===== config.mk =====
export PLATFORM = sky130hd
export DESIGN_NAME = sblt_ctrl
export DESIGN_NICKNAME = d
export VERILOG_FILES = /design/src/hdl/spectrum_bar_level_tracker_macros.svh /design/src/hdl/sblt_pkg.sv /design/src/hdl/sblt_ctrl.sv
export SDC_FILE = /design/constraint.sdc
export NUM_CORES = 1
export LEC_CHECK = 0
export BUFFER_PORTS_ARGS = -buffer_cell sky130_fd_sc_hd__buf_2
export CORE_MARGIN = 10
export CORE_UTILIZATION = 30
export CTS_BUF_LIST = sky130_fd_sc_hd__clkbuf_8 sky130_fd_sc_hd__clkbuf_16
export DETAILED_ROUTE_END_ITERATION = 8
export PLACE_DENSITY = 0.55
export SLEW_MARGIN = 30
export SYNTH_ARGS = -nofsm -noshare
export SYNTH_HDL_FRONTEND = slang
export SYNTH_SLANG_ARGS = --single-unit

===== constraint.sdc =====
create_clock -name clk_i -period 1.5 [get_ports clk_i]
set_input_delay 0.225 -clock clk_i [delete_from_list [all_inputs] [get_ports clk_i]]
set_output_delay 0.225 -clock clk_i [all_outputs]
set_load 0.01 [all_outputs]

===== src/hdl/spectrum_bar_level_tracker_macros.svh =====
`ifndef SPECTRUM_BAR_LEVEL_TRACKER_MACROS_SVH
`define SPECTRUM_BAR_LEVEL_TRACKER_MACROS_SVH

// same-cycle implication, checked on every clock edge outside reset
`define SBLT_ASSERT_NOW(lbl, ante, cons) \
  lbl: assert property (@(posedge clk_i) disable iff (!rst_ni) (ante) |-> (cons)) \
    else $error("sblt check failed");

// next-cycle implication
`define SBLT_ASSERT_NEXT(lbl, ante, cons) \
  lbl: assert property (@(posedge clk_i) disable iff (!rst_ni) (ante) |=> (cons)) \
    else $error("sblt check failed");

`endif


===== src/hdl/sblt_pkg.sv =====
`timescale 1ns / 1ps
package sblt_pkg;

  // fixed-point constants
  localparam logic [16:0] FULL_Q16   = 17'd65536;
  localparam logic [16:0] HALF_Q16   = 17'd32768;
  localparam logic [16:0] SHOWN_MIN  = 17'd3276;
  localparam logic [31:0] LOG_TO_DB  = 32'd394566;
  localparam logic [23:0] DB_RND     = 24'h800000;
  localparam logic [16:0] DB_OFFSET  = 17'd5120;
  localparam logic [16:0] LEVEL_MAX  = 17'd40960;
  localparam logic [31:0] DIV5_RECIP = 32'd209716;
  localparam logic [31:0] FLOOR_RISE = 32'd98;
  localparam logic [27:0] BLEND_BIAS = 28'd10;
  localparam logic [4:0]  LOG_TOP_E  = 5'd27;

  // register reset values
  localparam logic [16:0] ATTACK_RST = 17'd29491;
  localparam logic [16:0] DECAY_RST  = 17'd5243;
  localparam logic [14:0] RANGE_RST  = 15'd7168;
  localparam logic [12:0] TILT_RST   = 13'd2048;
  localparam logic [12:0] MARGIN_RST = 13'd1024;
  localparam logic [15:0] DROP_RST   = 16'd1311;
  localparam logic [6:0]  HOLD_RST   = 7'd18;

  localparam int CFG_IDX_W  = 3;
  localparam int CFG_DATA_W = 17;

  typedef enum logic [CFG_IDX_W-1:0] {
    REG_ATTACK = 3'd0,
    REG_DECAY  = 3'd1,
    REG_RANGE  = 3'd2,
    REG_TILT   = 3'd3,
    REG_MARGIN = 3'd4,
    REG_DROP   = 3'd5,
    REG_HOLD   = 3'd6
  } cfg_reg_e;

  typedef enum logic [4:0] {
    OP_NONE,
    OP_MEAN_START,
    OP_BLEND,
    OP_NORM,
    OP_SQ_MUL,
    OP_SQ_ADJ,
    OP_DB_MUL,
    OP_DB,
    OP_TILT_MUL,
    OP_TILT_START,
    OP_LEVEL,
    OP_FLOOR_MUL,
    OP_FLOOR,
    OP_REL,
    OP_TGT,
    OP_BAR_MUL,
    OP_BAR,
    OP_ROWS,
    OP_EMIT
  } dp_op_e;

  typedef enum logic [4:0] {
    ST_IDLE,
    ST_MEAN,
    ST_MEAN_WAIT,
    ST_NORM,
    ST_SQ_MUL,
    ST_SQ_ADJ,
    ST_DB_MUL,
    ST_DB,
    ST_TILT_MUL,
    ST_TILT,
    ST_TILT_WAIT,
    ST_FLOOR_MUL,
    ST_FLOOR,
    ST_REL,
    ST_TGT_WAIT,
    ST_BAR_MUL,
    ST_BAR,
    ST_ROWS,
    ST_EMIT
  } ctrl_state_e;

  typedef struct packed {
    logic   accept;
    dp_op_e op;
  } dp_cmd_t;

  typedef struct packed {
    logic col_ok;
    logic div_busy;
    logic norm_done;
    logic sq_last;
  } dp_status_t;

  typedef struct packed {
    logic [4:0]  out_column;
    logic [16:0] bar_level;
    logic [3:0]  bar_rows;
    logic [16:0] peak_level;
    logic [2:0]  peak_row;
    logic        peak_shown;
    logic [15:0] level_db;
    logic [15:0] floor_db;
  } out_word_t;

endpackage


===== src/hdl/sblt_ctrl.sv =====
`timescale 1ns / 1ps
// sequencer: walks one closed band through the datapath steps
module sblt_ctrl (
  input  logic                clk_i,
  input  logic                rst_ni,
  input  logic                in_valid_i,
  input  logic                in_last_i,
  output logic                in_ready_o,
  output logic                out_valid_o,
  input  logic                out_ready_i,
  input  sblt_pkg::dp_status_t status_i,
  output sblt_pkg::dp_cmd_t   cmd_o
);

  sblt_pkg::ctrl_state_e state_q, state_d;
  logic out_valid_q, out_valid_d;
  logic accept, can_emit;

  assign accept   = in_valid_i && (state_q == sblt_pkg::ST_IDLE);
  assign can_emit = !out_valid_q || out_ready_i;

  // next state
  always_comb begin
    state_d = state_q;
    unique case (state_q)
      sblt_pkg::ST_IDLE: begin
        if (accept && status_i.col_ok && in_last_i) state_d = sblt_pkg::ST_MEAN;
      end
      sblt_pkg::ST_MEAN:      state_d = sblt_pkg::ST_MEAN_WAIT;
      sblt_pkg::ST_MEAN_WAIT: begin
        if (!status_i.div_busy) state_d = sblt_pkg::ST_NORM;
      end
      sblt_pkg::ST_NORM: begin
        if (status_i.norm_done) state_d = sblt_pkg::ST_SQ_MUL;
      end
      sblt_pkg::ST_SQ_MUL:    state_d = sblt_pkg::ST_SQ_ADJ;
      sblt_pkg::ST_SQ_ADJ: begin
        state_d = status_i.sq_last ? sblt_pkg::ST_DB_MUL : sblt_pkg::ST_SQ_MUL;
      end
      sblt_pkg::ST_DB_MUL:    state_d = sblt_pkg::ST_DB;
      sblt_pkg::ST_DB:        state_d = sblt_pkg::ST_TILT_MUL;
      sblt_pkg::ST_TILT_MUL:  state_d = sblt_pkg::ST_TILT;
      sblt_pkg::ST_TILT:      state_d = sblt_pkg::ST_TILT_WAIT;
      sblt_pkg::ST_TILT_WAIT: begin
        if (!status_i.div_busy) state_d = sblt_pkg::ST_FLOOR_MUL;
      end
      sblt_pkg::ST_FLOOR_MUL: state_d = sblt_pkg::ST_FLOOR;
      sblt_pkg::ST_FLOOR:     state_d = sblt_pkg::ST_REL;
      sblt_pkg::ST_REL:       state_d = sblt_pkg::ST_TGT_WAIT;
      sblt_pkg::ST_TGT_WAIT: begin
        if (!status_i.div_busy) state_d = sblt_pkg::ST_BAR_MUL;
      end
      sblt_pkg::ST_BAR_MUL:   state_d = sblt_pkg::ST_BAR;
      sblt_pkg::ST_BAR:       state_d = sblt_pkg::ST_ROWS;
      sblt_pkg::ST_ROWS:      state_d = sblt_pkg::ST_EMIT;
      sblt_pkg::ST_EMIT: begin
        if (can_emit) state_d = sblt_pkg::ST_IDLE;
      end
      default:                state_d = sblt_pkg::ST_IDLE;
    endcase
  end

  // datapath commands
  always_comb begin
    cmd_o.accept = accept;
    cmd_o.op     = sblt_pkg::OP_NONE;
    unique case (state_q)
      sblt_pkg::ST_IDLE:      cmd_o.op = sblt_pkg::OP_NONE;
      sblt_pkg::ST_MEAN:      cmd_o.op = sblt_pkg::OP_MEAN_START;
      sblt_pkg::ST_MEAN_WAIT: begin
        if (!status_i.div_busy) cmd_o.op = sblt_pkg::OP_BLEND;
      end
      sblt_pkg::ST_NORM:      cmd_o.op = sblt_pkg::OP_NORM;
      sblt_pkg::ST_SQ_MUL:    cmd_o.op = sblt_pkg::OP_SQ_MUL;
      sblt_pkg::ST_SQ_ADJ:    cmd_o.op = sblt_pkg::OP_SQ_ADJ;
      sblt_pkg::ST_DB_MUL:    cmd_o.op = sblt_pkg::OP_DB_MUL;
      sblt_pkg::ST_DB:        cmd_o.op = sblt_pkg::OP_DB;
      sblt_pkg::ST_TILT_MUL:  cmd_o.op = sblt_pkg::OP_TILT_MUL;
      sblt_pkg::ST_TILT:      cmd_o.op = sblt_pkg::OP_TILT_START;
      sblt_pkg::ST_TILT_WAIT: begin
        if (!status_i.div_busy) cmd_o.op = sblt_pkg::OP_LEVEL;
      end
      sblt_pkg::ST_FLOOR_MUL: cmd_o.op = sblt_pkg::OP_FLOOR_MUL;
      sblt_pkg::ST_FLOOR:     cmd_o.op = sblt_pkg::OP_FLOOR;
      sblt_pkg::ST_REL:       cmd_o.op = sblt_pkg::OP_REL;
      sblt_pkg::ST_TGT_WAIT: begin
        if (!status_i.div_busy) cmd_o.op = sblt_pkg::OP_TGT;
      end
      sblt_pkg::ST_BAR_MUL:   cmd_o.op = sblt_pkg::OP_BAR_MUL;
      sblt_pkg::ST_BAR:       cmd_o.op = sblt_pkg::OP_BAR;
      sblt_pkg::ST_ROWS:      cmd_o.op = sblt_pkg::OP_ROWS;
      sblt_pkg::ST_EMIT: begin
        if (can_emit) cmd_o.op = sblt_pkg::OP_EMIT;
      end
      default:                cmd_o.op = sblt_pkg::OP_NONE;
    endcase
  end

  // output word valid flag
  always_comb begin
    out_valid_d = out_valid_q;
    if (state_q == sblt_pkg::ST_EMIT && can_emit) begin
      out_valid_d = 1'b1;
    end else if (out_ready_i) begin
      out_valid_d = 1'b0;
    end
  end

  always_ff @(posedge clk_i or negedge rst_ni) begin
    if (!rst_ni) begin
      state_q     <= sblt_pkg::ST_IDLE;
      out_valid_q <= 1'b0;
    end else begin
      state_q     <= state_d;
      out_valid_q <= out_valid_d;
    end
  end

  assign in_ready_o  = (state_q == sblt_pkg::ST_IDLE);
  assign out_valid_o = out_valid_q;

endmodule


==> run summary <==
outcome = complete, but fails checks
failing checks = negative setup slack
CP Max Fanout = 5
I/O Pins = 17
clock power share = 16.3%
worst path required time = 1.27 ns
initial antenna violation count = 0
drt total wl = 1390 um
Post-synth EDFFs = 0
total number of vias = 505
DR DRC count = 0
power share of the sequential group = 18.7%
RSZ-0062 raised after global routing = true
Die Height = 60.0 um
maximum buffer depth of the clock tree = 2
# nets final = 96
Comb pwr share = 65.0%
DRT iter0 DRCs = 4
net switching power = 0.583 mW
max cap viols = 0
Peak Freq = 628 MHz
Detailed Routing Iterations Pass 1 = 2
crit path DAT = 1.37 ns
Clock Latency Late Sink = 0.22 ns
async set-reset flop share out of synthesis = 100%
Clock transition at path regs = 0.04 ns
sw frac = 40.4%
Pwr Density = 1970 nW/um^2
CP Capture Type = output port
synth warn = 0
total global routing overflow = 0
GP Congestion = 0.820
first-pass GRT wire length = 2110 um
ant diodes = 0
antenna viol nets, final = 0
total CTS buffers = 3
vias in the first global route = 481
final setup violation count = 5
Hold Vio Cnt, Final = 0
crit start category = flip-flop
Core Util, Final = 48.8%
Hold Crit Class = in2async
# rows = 14
Synth Register Bits = 6
Vias per Instance = 5.00
Overall Global Routing Usage = 7.45%
Area Growth Syn to Fin = 53.3%
CTS H-tree depth = 1
count of cell types in the netlist = 29
DP HPWL = 997 um
layout cells sized above 1 = 51.8%
mapped cell area = 479 sq um
worst setup margin = -0.0916 ns
Final Power = 1.44 mW
CTS root buf = clkbuf_8
slew margin rel. = 82.8%
P_int = 0.861 mW
Chip Width = 60.0 um
Worst-Margin Slew = 0.256 ns
P_leak = 0.352 nW
core box area = 1510 sq um
Starting Density = 31.8%
min Tclk post-route = 1.59 ns
Final Max Slew Viols = 0
largest net degree at the start of global routing = 13
Avg Synthesized Cell Area = 8.12 sq um
Top FF cell, synth = dfrtp_1
Mapped Cells = 59
wire per inst = 13.7 um
critical path class = reg2out
register area share after synthesis = 31.3%
CTS tree = yes
Peak VDD IR = 0.899 mV
clock sinks = 6
die footprint = 3600 sq um
Final Skew = 0.00548 ns
final worst-path cycle share = 106%
post-synthesis net count = 68
PortBufs = 16
pre-CTS worst setup slack = 0.106 ns
==> sequential cells by signal (all words and copies together) (netlist names) <==
name	count
out_valid_o	1
state_q	5
==> synthesized netlist by cell type, drive strengths merged (2+ instances only) <==
library cell	number	area [sq um]
o21ai	5	25.0
nand2b	2	12.5
inv	2	7.51
nand2	4	15.0
and3	3	18.8
nor4	2	27.5
a21oi	6	30.0
buf	6	45.0
nor2	6	25.0
nand3	2	10.0
nor3	2	15.0
and2	2	12.5
dfrtp	6	150
==> worst max-delay path, cell delays in order, from the launching register on <==
cell and delay [ns]:
dfrtp_2 0.42, or2_4 0.26, nor2_4 0.09, and3_1 0.16, o21a_1 0.10, buf_2 0.12
==> stage by stage <==
| stage | instance area [sq um] | setup TNS (ns) | cells | hold slack [ns] |
|---|---|---|---|---|
| 3_5_place_dp | 594 | 0 | 93 | 0.0554 |
| 5_1_grt | 734 | -0.639 | 101 | 0.376 |
| 6_report | 734 | -0.273 | 101 | 0.367 |
| 2_1_floorplan | 479 | -0.0368 | 59 | -0.0706 |
| 4_1_cts | 693 | -0.256 | 100 | 0.357 |
| 3_3_place_gp | 594 | 0 | 93 | 0.0575 |
==> cell usage in the layout, fill, tap and decap left out, drive strengths merged, types with 2 or more instances in the layout <==
cell,Yosys,layout
nand2b,2,2
nor4,2,2
and2,2,2
inv,2,2
clkbuf,0,3
o21ai,5,5
a21oi,6,6
and3,3,3
nor3,2,2
nand2,4,4
nor2,6,6
buf,6,28
dfrtp,6,6
nand3,2,2
==> logic make-up after synthesis <==
logic type             after synthesis  share of synthesized area [%]
flip-flops                           6                           31.3
buffers and inverters                8                           11.0
XOR/XNOR                             1                           1.83
AND/OR/NAND/NOR                     27                           33.9
multiplexers                         1                           2.09
AO/OA/AOI/OAI                       16                           19.8
==> power by group through the flow <==
| stage | clock (mW) | combinational (mW) | sequential [mW] |
|---|---|---|---|
| CTS | 0.241 | 0.842 | 0.267 |
| global route | 0.256 | 1.02 | 0.277 |
| finish | 0.235 | 0.939 | 0.270 |
| detailed placement | 0 | 0.739 | 0.271 |
| global placement | 0 | 0.745 | 0.270 |
| floorplan | 0 | 0.545 | 0.261 |
==> metal layers <==
layer	track usage, %	routed length [um]
met1	8.14	607
met2	12.2	692
met3	2.75	80
met4	3.85	8
met5	0	0
==> what timing repair did <==
item,4_1_cts,5_1_grt
buffers inserted,3,2
endpoints found under the hold margin,6,0
pin swaps,0,3
hold buffers,1,0
gates resized for setup,6,8
setup endpoints to repair,6,9
==> final timing paths <==
path | start | endpoint | slack (ns) | cells past startpoint
min in group clk_i | status_i[1] | state_q[0] | 0.38 | 3
worst max register to register | state_q[2] | state_q[1] | 0.10 | 5
worst min register to register | state_q[4] | state_q[3] | 0.60 | 2
max in group asynchronous | rst_ni | state_q[2] | 0.98 | 2
worst max-delay path | state_q[2] | cmd_o[1] | -0.09 | 5
worst min-delay path | rst_ni | state_q[2] | 0.37 | 2
==> area by class of cell <==
cell class,count,area [sq um]
Fill cell,145,772
Multi-Input combinational cell,45,317
Timing Repair Buffer,29,198
Sequential cell,6,151
Clock buffer,3,41.3
Tap cell,16,20.0
Inverter,2,7.51
Power figures use the tool's default switching activity.
